$ cat src/ts_pkg.sv
`timescale 1ns / 1ps
`default_nettype none

package ts_pkg;

	localparam int SAMPLE_BITS = 24;
	localparam int COEFF_BITS  = 16;
	localparam int GAIN_BITS   = 16;
	localparam int GAIN_FRAC   = 12;
	localparam int FLOOR_BITS  = SAMPLE_BITS - 1;
	localparam int LEVEL_BITS  = 32;
	localparam int LEVEL_SHIFT = LEVEL_BITS - SAMPLE_BITS;
	localparam int MUL_A_BITS  = LEVEL_BITS + 1;
	localparam int MUL_B_BITS  = (COEFF_BITS > GAIN_BITS) ? COEFF_BITS : GAIN_BITS;
	localparam int PROD_BITS   = MUL_A_BITS + MUL_B_BITS + 1;

	localparam int CFG_INDEX_BITS = 3;
	localparam int CFG_DATA_BITS  = 32;

	localparam logic [CFG_INDEX_BITS-1:0] REG_TRANSIENT_GAIN = 3'd0;
	localparam logic [CFG_INDEX_BITS-1:0] REG_STEADY_GAIN    = 3'd1;
	localparam logic [CFG_INDEX_BITS-1:0] REG_FAST_RISE      = 3'd2;
	localparam logic [CFG_INDEX_BITS-1:0] REG_FAST_FALL      = 3'd3;
	localparam logic [CFG_INDEX_BITS-1:0] REG_SLOW_SMOOTH    = 3'd4;
	localparam logic [CFG_INDEX_BITS-1:0] REG_SILENCE_FLR    = 3'd5;

	localparam logic [GAIN_BITS-1:0]  GAIN_UNITY  = GAIN_BITS'(1 << GAIN_FRAC);
	localparam logic [FLOOR_BITS-1:0] FLOOR_RESET = FLOOR_BITS'(8);

	localparam int PC_BITS = 3;

	localparam logic [PC_BITS-1:0] STEP_EMIT_PASS = 3'd7;

	typedef enum logic [1:0] {
		MUL_NONE,
		MUL_FAST,
		MUL_SLOW,
		MUL_GAIN
	} mul_sel_t;

	typedef enum logic [1:0] {
		UPD_NONE,
		UPD_FAST,
		UPD_SLOW
	} upd_sel_t;

	typedef enum logic [1:0] {
		EMIT_NONE,
		EMIT_GAIN,
		EMIT_PASS
	} emit_sel_t;

	typedef struct packed {
		mul_sel_t           mul;
		upd_sel_t           upd;
		logic               decide;
		logic               jmp_quiet;
		logic [PC_BITS-1:0] target;
		emit_sel_t          emit;
	} ucode_t;

	typedef struct packed {
		logic      load;
		mul_sel_t  mul;
		upd_sel_t  upd;
		logic      decide;
		emit_sel_t emit;
	} dp_ctrl_t;

	typedef struct packed {
		logic [GAIN_BITS-1:0]  transient_gain;
		logic [GAIN_BITS-1:0]  steady_gain;
		logic [COEFF_BITS-1:0] fast_rise_coeff;
		logic [COEFF_BITS-1:0] fast_fall_coeff;
		logic [COEFF_BITS-1:0] slow_smooth_coeff;
		logic [FLOOR_BITS-1:0] silence_floor;
	} cfg_t;

endpackage

`default_nettype wire

$ cat src/ts_regs.sv
`timescale 1ns / 1ps
`default_nettype none

module ts_regs (
	input  wire logic                               clk,
	input  wire logic                               arst_n,
	input  wire logic                               wr_en,
	input  wire logic [ts_pkg::CFG_INDEX_BITS-1:0]  wr_index,
	input  wire logic [ts_pkg::CFG_DATA_BITS-1:0]   wr_data,
	output ts_pkg::cfg_t                            cfg
);

	ts_pkg::cfg_t cfg_q;

	always_ff @(posedge clk or negedge arst_n) begin
		if (!arst_n) begin
			cfg_q.transient_gain    <= ts_pkg::GAIN_UNITY;
			cfg_q.steady_gain       <= ts_pkg::GAIN_UNITY;
			cfg_q.fast_rise_coeff   <= '0;
			cfg_q.fast_fall_coeff   <= '0;
			cfg_q.slow_smooth_coeff <= '0;
			cfg_q.silence_floor     <= ts_pkg::FLOOR_RESET;
		end else if (wr_en) begin
			case (wr_index)
				ts_pkg::REG_TRANSIENT_GAIN: begin
					cfg_q.transient_gain <= wr_data[ts_pkg::GAIN_BITS-1:0];
				end
				ts_pkg::REG_STEADY_GAIN: begin
					cfg_q.steady_gain <= wr_data[ts_pkg::GAIN_BITS-1:0];
				end
				ts_pkg::REG_FAST_RISE: begin
					cfg_q.fast_rise_coeff <= wr_data[ts_pkg::COEFF_BITS-1:0];
				end
				ts_pkg::REG_FAST_FALL: begin
					cfg_q.fast_fall_coeff <= wr_data[ts_pkg::COEFF_BITS-1:0];
				end
				ts_pkg::REG_SLOW_SMOOTH: begin
					cfg_q.slow_smooth_coeff <= wr_data[ts_pkg::COEFF_BITS-1:0];
				end
				ts_pkg::REG_SILENCE_FLR: begin
					cfg_q.silence_floor <= wr_data[ts_pkg::FLOOR_BITS-1:0];
				end
				default: begin
				end
			endcase
		end
	end

	assign cfg = cfg_q;

endmodule

`default_nettype wire

$ cat src/ts_ucode_rom.sv
`timescale 1ns / 1ps
`default_nettype none

module ts_ucode_rom (
	input  wire logic [ts_pkg::PC_BITS-1:0] pc,
	output ts_pkg::ucode_t                  uword
);

	always_comb begin
		uword = '{ts_pkg::MUL_NONE, ts_pkg::UPD_NONE, 1'b0, 1'b0, '0, ts_pkg::EMIT_NONE};
		case (pc)
			3'd0: begin
				uword.mul = ts_pkg::MUL_FAST;
			end
			3'd1: begin
				uword.upd = ts_pkg::UPD_FAST;
			end
			3'd2: begin
				uword.mul = ts_pkg::MUL_SLOW;
			end
			3'd3: begin
				uword.upd = ts_pkg::UPD_SLOW;
			end
			3'd4: begin
				// at or below the floor skip the gain multiply
				uword.decide    = 1'b1;
				uword.jmp_quiet = 1'b1;
				uword.target    = ts_pkg::STEP_EMIT_PASS;
			end
			3'd5: begin
				uword.mul = ts_pkg::MUL_GAIN;
			end
			3'd6: begin
				uword.emit = ts_pkg::EMIT_GAIN;
			end
			ts_pkg::STEP_EMIT_PASS: begin
				uword.emit = ts_pkg::EMIT_PASS;
			end
			default: begin
			end
		endcase
	end

endmodule

`default_nettype wire

$ cat src/ts_datapath.sv
`timescale 1ns / 1ps
`default_nettype none

module ts_datapath (
	input  wire logic                                  clk,
	input  wire logic                                  arst_n,
	input  wire ts_pkg::dp_ctrl_t                      ctrl,
	input  wire ts_pkg::cfg_t                          cfg,
	input  wire logic signed [ts_pkg::SAMPLE_BITS-1:0] sample_in,
	output logic                                       quiet,
	output logic signed [ts_pkg::SAMPLE_BITS-1:0]      sample_out,
	output logic                                       is_transient
);

	localparam int SB = ts_pkg::SAMPLE_BITS;
	localparam int LB = ts_pkg::LEVEL_BITS;
	localparam int MA = ts_pkg::MUL_A_BITS;
	localparam int MB = ts_pkg::MUL_B_BITS;
	localparam int PW = ts_pkg::PROD_BITS;

	localparam logic signed [PW-1:0] S_MAX = PW'((64'sd1 <<< (SB - 1)) - 64'sd1);
	localparam logic signed [PW-1:0] S_MIN = ~S_MAX;
	localparam logic signed [PW-1:0] ROUND = PW'(64'sd1 <<< (ts_pkg::GAIN_FRAC - 1));

	logic signed [SB-1:0] s_q;
	logic [LB-1:0]        mag_q;
	logic [LB-1:0]        fast_q;
	logic [LB-1:0]        slow_q;
	logic signed [PW-1:0] prod_q;
	logic [MB-1:0]        gain_q;
	logic                 trans_q;
	logic signed [SB-1:0] sample_out_q;
	logic                 is_transient_q;

	logic [SB-1:0]        abs_s;
	logic [LB-1:0]        mag_d;
	logic signed [MA-1:0] op_a;
	logic [MB-1:0]        op_b;
	logic signed [PW-1:0] prod_d;
	logic signed [PW-1:0] step_d;
	logic [LB-1:0]        level_d;
	logic [LB-1:0]        floor_ext;
	logic signed [PW-1:0] scaled;
	logic signed [SB-1:0] sat_d;

	assign abs_s = sample_in[SB-1] ? SB'(-sample_in) : SB'(sample_in);
	assign mag_d = LB'(abs_s) << ts_pkg::LEVEL_SHIFT;

	always_comb begin
		op_a = '0;
		op_b = '0;
		case (ctrl.mul)
			ts_pkg::MUL_FAST: begin
				op_a = $signed({1'b0, fast_q}) - $signed({1'b0, mag_q});
				op_b = (mag_q > fast_q) ? MB'(cfg.fast_rise_coeff) : MB'(cfg.fast_fall_coeff);
			end
			ts_pkg::MUL_SLOW: begin
				op_a = $signed({1'b0, slow_q}) - $signed({1'b0, mag_q});
				op_b = MB'(cfg.slow_smooth_coeff);
			end
			ts_pkg::MUL_GAIN: begin
				op_a = MA'(s_q);
				op_b = gain_q;
			end
			default: begin
			end
		endcase
	end

	// level' = mag + floor(c * (level - mag) / 2^coeff_bits)
	assign prod_d  = PW'(op_a * $signed({1'b0, op_b}));
	assign step_d  = prod_q >>> ts_pkg::COEFF_BITS;
	assign level_d = mag_q + step_d[LB-1:0];

	assign floor_ext = LB'(cfg.silence_floor) << ts_pkg::LEVEL_SHIFT;
	assign quiet     = !(slow_q > floor_ext);

	assign scaled = (prod_q + ROUND) >>> ts_pkg::GAIN_FRAC;

	always_comb begin
		if (scaled > S_MAX) begin
			sat_d = S_MAX[SB-1:0];
		end else if (scaled < S_MIN) begin
			sat_d = S_MIN[SB-1:0];
		end else begin
			sat_d = scaled[SB-1:0];
		end
	end

	always_ff @(posedge clk or negedge arst_n) begin
		if (!arst_n) begin
			fast_q <= '0;
			slow_q <= '0;
		end else begin
			case (ctrl.upd)
				ts_pkg::UPD_FAST: begin
					fast_q <= level_d;
				end
				ts_pkg::UPD_SLOW: begin
					slow_q <= level_d;
				end
				default: begin
				end
			endcase
		end
	end

	always_ff @(posedge clk) begin
		if (ctrl.load) begin
			s_q   <= sample_in;
			mag_q <= mag_d;
		end
		if (ctrl.mul != ts_pkg::MUL_NONE) begin
			prod_q <= prod_d;
		end
		if (ctrl.decide) begin
			trans_q <= fast_q > slow_q;
			gain_q  <= (fast_q > slow_q) ? MB'(cfg.transient_gain) : MB'(cfg.steady_gain);
		end
		case (ctrl.emit)
			ts_pkg::EMIT_GAIN: begin
				sample_out_q   <= sat_d;
				is_transient_q <= trans_q;
			end
			ts_pkg::EMIT_PASS: begin
				sample_out_q   <= s_q;
				is_transient_q <= 1'b0;
			end
			default: begin
			end
		endcase
	end

	assign sample_out   = sample_out_q;
	assign is_transient = is_transient_q;

endmodule

`default_nettype wire

$ cat src/transient_shaper_top.sv
`timescale 1ns / 1ps
`default_nettype none

// Dual-envelope transient shaper, one signed Q1.23 sample per item and one
// result per item. A microcode sequencer steps a single shared multiplier
// through the fast follower, the slow follower and the gain multiply; when
// the slow envelope is not above the silence floor the gain multiply is
// skipped and the sample passes unchanged. The next item can be taken in
// the cycle after the result is loaded, so items do not overlap. in_stall
// is high while an item is in work; a finished result waits in the output
// register, so the next item is taken while it is still stalled, and that
// item holds at its last step until the register is free. The configuration
// port is always ready; registers should only be written while no item is
// in work. Reset clears both envelopes and loads unity gains, zero
// coefficients and a silence floor of 8.
module transient_shaper_top (
	input  wire logic                                  clk,
	input  wire logic                                  arst_n,
	input  wire logic                                  in_valid,
	output logic                                       in_stall,
	input  wire logic signed [ts_pkg::SAMPLE_BITS-1:0] sample_in,
	output logic                                       out_valid,
	input  wire logic                                  out_stall,
	output logic signed [ts_pkg::SAMPLE_BITS-1:0]      sample_out,
	output logic                                       is_transient,
	input  wire logic                                  cfg_valid,
	output logic                                       cfg_ready,
	input  wire logic [ts_pkg::CFG_INDEX_BITS-1:0]     cfg_index,
	input  wire logic [ts_pkg::CFG_DATA_BITS-1:0]      cfg_data
);

	ts_pkg::cfg_t      cfg;
	ts_pkg::ucode_t    uword;
	ts_pkg::dp_ctrl_t  ctrl;

	logic                       busy_q;
	logic [ts_pkg::PC_BITS-1:0] pc_q;
	logic                       out_valid_q;
	logic                       quiet;
	logic                       accept;
	logic                       emit_ok;
	logic                       emit_fire;

	assign cfg_ready = 1'b1;

	ts_regs u_regs (
		.clk      (clk),
		.arst_n   (arst_n),
		.wr_en    (cfg_valid && cfg_ready),
		.wr_index (cfg_index),
		.wr_data  (cfg_data),
		.cfg      (cfg)
	);

	ts_ucode_rom u_rom (
		.pc    (pc_q),
		.uword (uword)
	);

	assign accept    = in_valid && !busy_q;
	assign emit_ok   = !(out_valid_q && out_stall);
	assign emit_fire = busy_q && (uword.emit != ts_pkg::EMIT_NONE) && emit_ok;

	always_comb begin
		ctrl.load   = accept;
		ctrl.mul    = busy_q ? uword.mul : ts_pkg::MUL_NONE;
		ctrl.upd    = busy_q ? uword.upd : ts_pkg::UPD_NONE;
		ctrl.decide = busy_q && uword.decide;
		ctrl.emit   = emit_fire ? uword.emit : ts_pkg::EMIT_NONE;
	end

	ts_datapath u_dp (
		.clk          (clk),
		.arst_n       (arst_n),
		.ctrl         (ctrl),
		.cfg          (cfg),
		.sample_in    (sample_in),
		.quiet        (quiet),
		.sample_out   (sample_out),
		.is_transient (is_transient)
	);

	always_ff @(posedge clk or negedge arst_n) begin
		if (!arst_n) begin
			busy_q      <= 1'b0;
			pc_q        <= '0;
			out_valid_q <= 1'b0;
		end else begin
			if (emit_fire) begin
				out_valid_q <= 1'b1;
			end else if (!out_stall) begin
				out_valid_q <= 1'b0;
			end
			if (accept) begin
				busy_q <= 1'b1;
				pc_q   <= '0;
			end else if (busy_q) begin
				if (uword.emit != ts_pkg::EMIT_NONE) begin
					if (emit_ok) begin
						busy_q <= 1'b0;
					end
				end else if (uword.jmp_quiet && quiet) begin
					pc_q <= uword.target;
				end else begin
					pc_q <= pc_q + 1'b1;
				end
			end
		end
	end

	assign in_stall  = busy_q;
	assign out_valid = out_valid_q;

`ifndef SYNTHESIS
	a_accept_busies: assert property (@(posedge clk) disable iff (!arst_n)
		(in_valid && !in_stall) |=> in_stall)
		else $error("accepted item did not start the sequencer");

	a_result_from_work: assert property (@(posedge clk) disable iff (!arst_n)
		$rose(out_valid) |-> $past(busy_q))
		else $error("result appeared with no item in work");

	a_emit_releases: assert property (@(posedge clk) disable iff (!arst_n)
		emit_fire |=> (!busy_q && out_valid))
		else $error("emit step did not release the sequencer");
`endif

endmodule

`default_nettype wire
$ cat config.mk
export PLATFORM = sky130hd
export DESIGN_NAME = transient_shaper_top
export DESIGN_NICKNAME = d
export VERILOG_FILES = /design/src/ts_pkg.sv /design/src/ts_regs.sv /design/src/ts_ucode_rom.sv /design/src/ts_datapath.sv /design/src/transient_shaper_top.sv
export SDC_FILE = /design/constraint.sdc
export NUM_CORES = 2
export LEC_CHECK = 0
export BUFFER_PORTS_ARGS = -buffer_cell sky130_fd_sc_hd__buf_2
export CAP_MARGIN = 0
export CORE_MARGIN = 5
export CORE_UTILIZATION = 31
export CTS_CLUSTER_SIZE = 28
export DETAILED_ROUTE_END_ITERATION = 12
export GPL_TIMING_DRIVEN = 0
export HOLD_SLACK_MARGIN = 0.05
export SLEW_MARGIN = 20
export SYNTH_ARGS = -nofsm -noshare
export SYNTH_HDL_FRONTEND = slang
export SYNTH_SLANG_ARGS = --single-unit
$ cat constraint.sdc
create_clock -name clk -period 10 [get_ports clk]
set_input_delay 2 -clock clk [delete_from_list [all_inputs] [get_ports clk]]
set_output_delay 2 -clock clk [all_outputs]
set_load 0.005 [all_outputs]
* Word-level counts from Yosys, hierarchy flattened *
Cells that the tools add are included.

operators by class
  reduce and logical (&&, ||, !) cells = 22
  eq/ne operators = 21
  add/subtract/negate cells = 6
  multiplexer cells = 26
  magnitude comparators = 5
  multipliers = 1

operator list
  kind                                                                               count
  33-bit case mux with 3 select lines                                                1
  32-bit by 32-bit subtractor with 33-bit output                                     2
  32-bit greater-than comparator                                                     2
  50-bit by 13-bit adder with 50-bit output, second input constant                   1
  33-bit by 17-bit multiplier with 50-bit output                                     1
  24-bit two-way mux                                                                 2
  16-bit case mux with 3 select lines                                                1
  24-bit case mux with 2 select lines                                                1
  38-bit by 24-bit greater-than comparator with 1-bit output, second input constant  1
  38-bit by 24-bit less-than comparator with 1-bit output, second input constant     1
  32-bit adder                                                                       1
  32-bit by 31-bit greater-than comparator with 1-bit output                         1
  16-bit two-way mux                                                                 2
  24-bit negation                                                                    1
  23-bit two-way mux                                                                 1
  3-bit == test, second input constant                                               6
  2-bit AND reduction                                                                7
  3-bit by 2-bit == test with 1-bit output, second input constant                    4
  3-bit two-way mux                                                                  4
  2-bit == test, second input constant                                               4
  2-bit case mux with 2 select lines                                                 2
  2-bit nonzero test                                                                 4
  2-bit by 1-bit == test with 1-bit output, second input constant                    3
  3-bit by 1-bit == test with 1-bit output, second input constant                    2
  11 further kinds                                                                   26

storage, ports and cells
  bits in registers = 312
  bits of input ports = 64
  logic and storage cells = 100

* Logic depth before layout (Yosys ltp) *
  depth after elaboration = 8
  mapped depth = 36
  gate-level depth less buffers = 35

* By module *
From an unflattened synthesis, not the netlist that was laid out.

unflattened totals
  cells, all modules = 3793
  area total of the unflattened synthesis = 36442.5 sq um

modules (own cells, without submodules)
  module                times used  cells an instance  area each (sq um)
  ts_datapath           1           3518               32070.8
  ts_regs               1           222                3927.5
  transient_shaper_top  1           39                 349.1
  ts_ucode_rom          1           14                 95.1

* Least setup slack after synthesis *
No wires, ideal clock.

  path kind = reg2reg
  from = register u_dp.mag_q[9]
  to = register u_dp.prod_q[46] (data pin)
  arrival = 8.570 ns
  setup slack = 1.168 ns
  path buffers = 2
  cell stages (with the launch flop) = 36
  library setup time = 0.262 ns
  path through = edfxtp_1 > inv_1 > ha_1 > nor2b_1 > o2111ai_1 > a21oi_2 > o2111a_2 > o2111ai_4 > a211oi_4 > or2_4 > buf_6 > a221oi_4 > buf_2 > nor2_1 > fa_1 > inv_1 > fa_1 > inv_1 > fa_1 > inv_1 > fa_1 > inv_1 > fa_1 > inv_1 > fa_1 > inv_1 > ha_1 > o21a_1 > o211ai_1 > nor3_1 > o21ai_0 > a2111oi_0 > o21ai_0 > a21oi_1 > mux2i_1 > nand3_1

on the way
  word-level cells in the longest chain between the ends = 4
  elaborated cells on any way between the ends = 7

RTL lines
  item                                                line                source
  from (decl)                                         ts_datapath.sv:26   logic [LB-1:0] mag_q;
  from (signal assigned)                              ts_datapath.sv:111  mag_q <= mag_d;
  32-bit greater-than comparator                      ts_datapath.sv:55   op_b = (mag_q > fast_q) ? MB'(cfg.fast_rise_coeff) : MB'(cfg.fast_fall_coeff);
  16-bit two-way mux                                  ts_datapath.sv:55
  16-bit case mux with 3 select lines                 ts_datapath.sv:52   case (ctrl.mul)
  33-bit by 17-bit multiplier with 50-bit output (*)  ts_datapath.sv:71   assign prod_d = PW'(op_a * $signed({1'b0, op_b}));
  named net u_dp.prod_d[46]                           ts_datapath.sv:39   logic signed [PW-1:0] prod_d;
  to (signal assigned)                                ts_datapath.sv:114  prod_q <= prod_d;
  to (decl)                                           ts_datapath.sv:29   logic signed [PW-1:0] prod_q;

Mark *: on every way through the listed nets, which the timed path passes. The rest lies on a longest branch.
A chain may end at the register's enable or synchronous reset.

* Worst setup path in the final report *
  from = register u_dp.mag_q[22]
  to = register u_dp.prod_q[36] (data pin)

Same word-level chain as after synthesis.

==> results by group <==
Synthesis
  – Netlist area before placement: between 30000 and 40000 sq um
  – Gate count of the mapped netlist: 3832
  – Netlist cell types: 94
  – Async set or reset register ratio after synthesis: between 50% and 60%
  – Seq cells post-synth: 300
  – Ys Warns: 0
  – Top_reg_cell synth: dfrtp_1
  – Post-Syn Nets: around 4700
  – Seq/Total Area, Yosys: between 20 and 25%
  – Post-synth EDFFs: 128
  – Syn Area/Cell: 9.50 sq um

Timing
  – Slew Limit Fails: 0
  – Final hold violation count: 0
  – Worst slew margin: roughly 25%
  – Hold slack final: approximately 510 ps
  – Tightest Pin Transition: around 1100 ps
  – Fmax: just over 100 MHz
  – Worst Skew: between 40 and 50 ps
  – TNS Setup: 0 ps
  – Period minus WS final: 9660 ps
  – Tcrit/Tclk final: just under 100%
  – Final setup vio count: 0

GRT
  – Largest net degree at the start of global routing: 96
  – Met3 Usage GRT: 5.19%
  – GRT Total Usage: 18.6%
  – Most Used Layer, Global Route: met2
  – Total grt overflow: 0
  – Vias in the first global route: approximately 28000
  – Met1 usage in global routing: 25.7%
  – First-pass GRT wire length: 177 mm
  – Antenna violations before repair: 9
  – GR Layer Usage met2: 28.9%

Routing
  – DRT Pass-1 Iters: 5
  – Vias post-DR: approximately 28000
  – WL/cell: about 21 microns
  – Routed wire length: approximately 120 mm
  – DRT antenna net count: 0
  – First DRT Iteration DRCs: between 2000 and 3000
  – DRC viols: 0
  – Vias per cell: between 5 and 6

Die
  – # IOs: 92
  – Standard-cell rows: about 130
  – Core area: about 120000 sq um
  – Height of the chip: 353 microns
  – Initial Utilization: between 30% and 40%
  – Die area: about 120000 sq um
  – Die Wd: approximately 350 microns

Hold path
  – Hold EP: u_regs.cfg[100]
  – Hold/Removal Path Class: reg -> reg
  – Hold path start: u_regs.cfg[100]
  – Worst hold stages: 1

Worst setup path
  – Worst path slowest cell: fa_1
  – Critical path class: reg -> reg
  – Crit-path max FO: 10
  – RR Endpoint: u_dp.prod_q[36]
  – CP peak stage delay: roughly 560 ps
  – Crit. End Element: flip-flop
  – WP data required: slightly above 10000 ps
  – Crit-path most repeated cell: inv_1
  – Reg-to-reg setup timing slack: around 340 ps
  – Reg2Reg Depth: 36
  – Startpoint types: flip-flop
  – Cell class contributing the biggest share of worst-path delay: adder cells
  – WP buf/inv: 10
  – WP data arrival: around 10000 ps
  – Reg-to-reg critical path startpoint: u_dp.mag_q[22]

Cells and area
  – Share of post-route cells with drive strength above 1: about an eighth
  – Net count, final: 4806
  – Area Overhead vs Synth: 12.0%
  – Design area: 40800 sq um

Placement
  – Dpl cell area: 39000 sq um
  – Detail Placement HPWL: slightly below 100 mm
  – GPL Wtd Cong: between 0.9 and 1
  – Count of input and output buffers: between 70 and 80

Clocking
  – Clock Latency Late Sink: 630 ps
  – Total CTS buffers: 30
  – Clk buf depth: 3
  – Num Clock Sinks: 300
  – # hold bufs at CTS: 0
  – H-tree Lvls: 1
  – Root buffer cell: clkbuf_16
  – Register clock-pin slew on the reported worst setup and hold paths: 70 ps
  – CTS tree: done

Pwr
  – Worst VDD drop: between 0.15 and 0.2 mV
  – Leak pwr: roughly 19 nW
  – Total power: about 10 mW
  – Pwr dens: roughly 250 nW/um^2

Run
  – Number of max-cap violations: 0

Status
  – Outcome: complete, no violations
-- layer usage --
layer | vias up | share of wire (%)
met5 | - | 0.013
met4 | 2 | 3.0
met3 | 188 | 9.7
met2 | 1040 | 45
met1 | 14300 | 43
li1 | 12600 | -
-- kinds of logic (layout without fill, tap and decap cells) --
logic type | after synthesis | count (layout) | share of synthesized area (%)
AND/OR/NAND/NOR | 1085 | 1085 | 14.0
buffers and inverters | 877 | 1055 | 9.41
adder cells (fa/ha/maj) | 756 | 756 | 36.4
AO/OA/AOI/OAI | 535 | 535 | 10.2
flip-flops | 300 | 300 | 22.4
multiplexers | 146 | 146 | 4.50
XOR/XNOR | 132 | 132 | 3.18
other | 1 | 10 | 0.0103
-- registers in the layout, indices dropped and copies added, names as in the netlist --
signal	flops
u_regs.cfg	103
u_dp.s_q	24
u_dp.trans_q	1
u_dp.gain_q	16
u_dp.mag_q	23
u_dp.fast_q	32
u_dp.prod_q	39
pc_q	3
out_valid	1
u_dp.is_transient	1
in_stall	1
u_dp.slow_q	32
u_dp.sample_out	24
-- area by class of cell --
| class | instances | area [sq um] |
|---|---|---|
| fillers | 11900 | 75600 |
| multi-input cells | 2655 | 25200 |
| flip-flops and latches | 300 | 8150 |
| inverters | 732 | 2750 |
| well taps | 1524 | 1910 |
| repair buffers | 125 | 875 |
| clock buffers | 38 | 822 |
| plain buffers | 142 | 712 |
| clock inverters | 18 | 299 |
| diodes | 9 | 22.5 |
-- layout by cell type, fill, tap and decap left out, drive strengths merged, types with 8 or more instances in the layout --
cell / count
fa: 504
nor2b: 120
nor2: 185
a21o: 68
xnor2: 96
and2: 50
mux2: 141
clkbuf: 121
nand3: 48
ha: 252
or3: 11
nor3: 34
nor4: 11
o21ai: 122
and4: 8
nand4: 32
a211oi: 22
a21oi: 123
inv: 733
a31oi: 15
xor2: 36
a22oi: 19
and3: 26
a221o: 17
nand2b: 28
dfrtp: 169
edfxtp: 128
a22o: 11
buf: 184
o31ai: 17
o21bai: 11
o211ai: 9
o21a: 23
a221oi: 15
diode: 9
nand2: 497
-- worst max path at each step --
stage	from	end	slack (ps)	cells past startpoint
floorplan	u_dp.mag_q[9]	u_dp.prod_q[46]	1170	35
global placement	pc_q[0]	u_dp.prod_q[46]	-1690	28
detailed placement	pc_q[0]	u_dp.prod_q[46]	-1480	28
CTS	pc_q[0]	u_dp.prod_q[44]	30	27
global route	u_dp.mag_q[22]	u_dp.prod_q[36]	-30	34
finish	u_dp.mag_q[22]	u_dp.prod_q[36]	340	36
-- synthesized netlist by cell type (all sizes together), types with 17 or more instances --
| cell type | number | area share (%) |
|---|---|---|
| nand2 | 497 | 5.1 |
| nand3 | 48 | 0.66 |
| nand2b | 28 | 0.48 |
| a21o | 68 | 1.4 |
| o21a | 23 | 0.47 |
| xor2 | 36 | 0.87 |
| nor2b | 120 | 2.1 |
| a221o | 17 | 0.48 |
| edfxtp | 128 | 11 |
| fa | 504 | 28 |
| o21ai | 122 | 1.7 |
| a21oi | 123 | 1.7 |
| a211oi | 22 | 0.50 |
| ha | 252 | 8.7 |
| and3 | 26 | 0.45 |
| nand4 | 32 | 0.55 |
| buf | 63 | 1.0 |
| o31ai | 17 | 0.40 |
| dfrtp | 169 | 12 |
| clkbuf | 82 | 0.85 |
| a22oi | 19 | 0.39 |
| mux2 | 141 | 4.4 |
| xnor2 | 96 | 2.3 |
| inv | 732 | 7.5 |
| nor2 | 185 | 1.9 |
| nor3 | 34 | 0.48 |
| and2 | 50 | 0.86 |
-- power by group --
group	switching (mW)	internal (mW)
clock	0.528	0.766
combinational	4.24	2.44
sequential	0.497	1.85
-- metrics by stage --
stage	instances	worst slack [ps]	utilization, %
floorplan	3832	1170	-
global placement	5435	-1690	33.3
detailed placement	5446	-1480	33.5
CTS	5509	25.2	34.7
global route	5534	-27.1	35.0
finish	5543	340	35.1
-- timing repair --
item                       CTS  global route
pin swaps                    6            16
resized for setup           33            59
setup buffers                8            27
setup endpoints to repair   27            25
-- worst register-to-register path, delay by kind of cell, from the launching register on --
kind                       cells  cell delay (ps)
DFF                            1              470
and+or+nand+nor                5             1320
xor gates and xnor gates       1              120
AOI/OAI and AO/OA             12             2550
adders and majority gates      8             3870
buffers and inverters         10             1110
(Power assumes the default switching activity.)
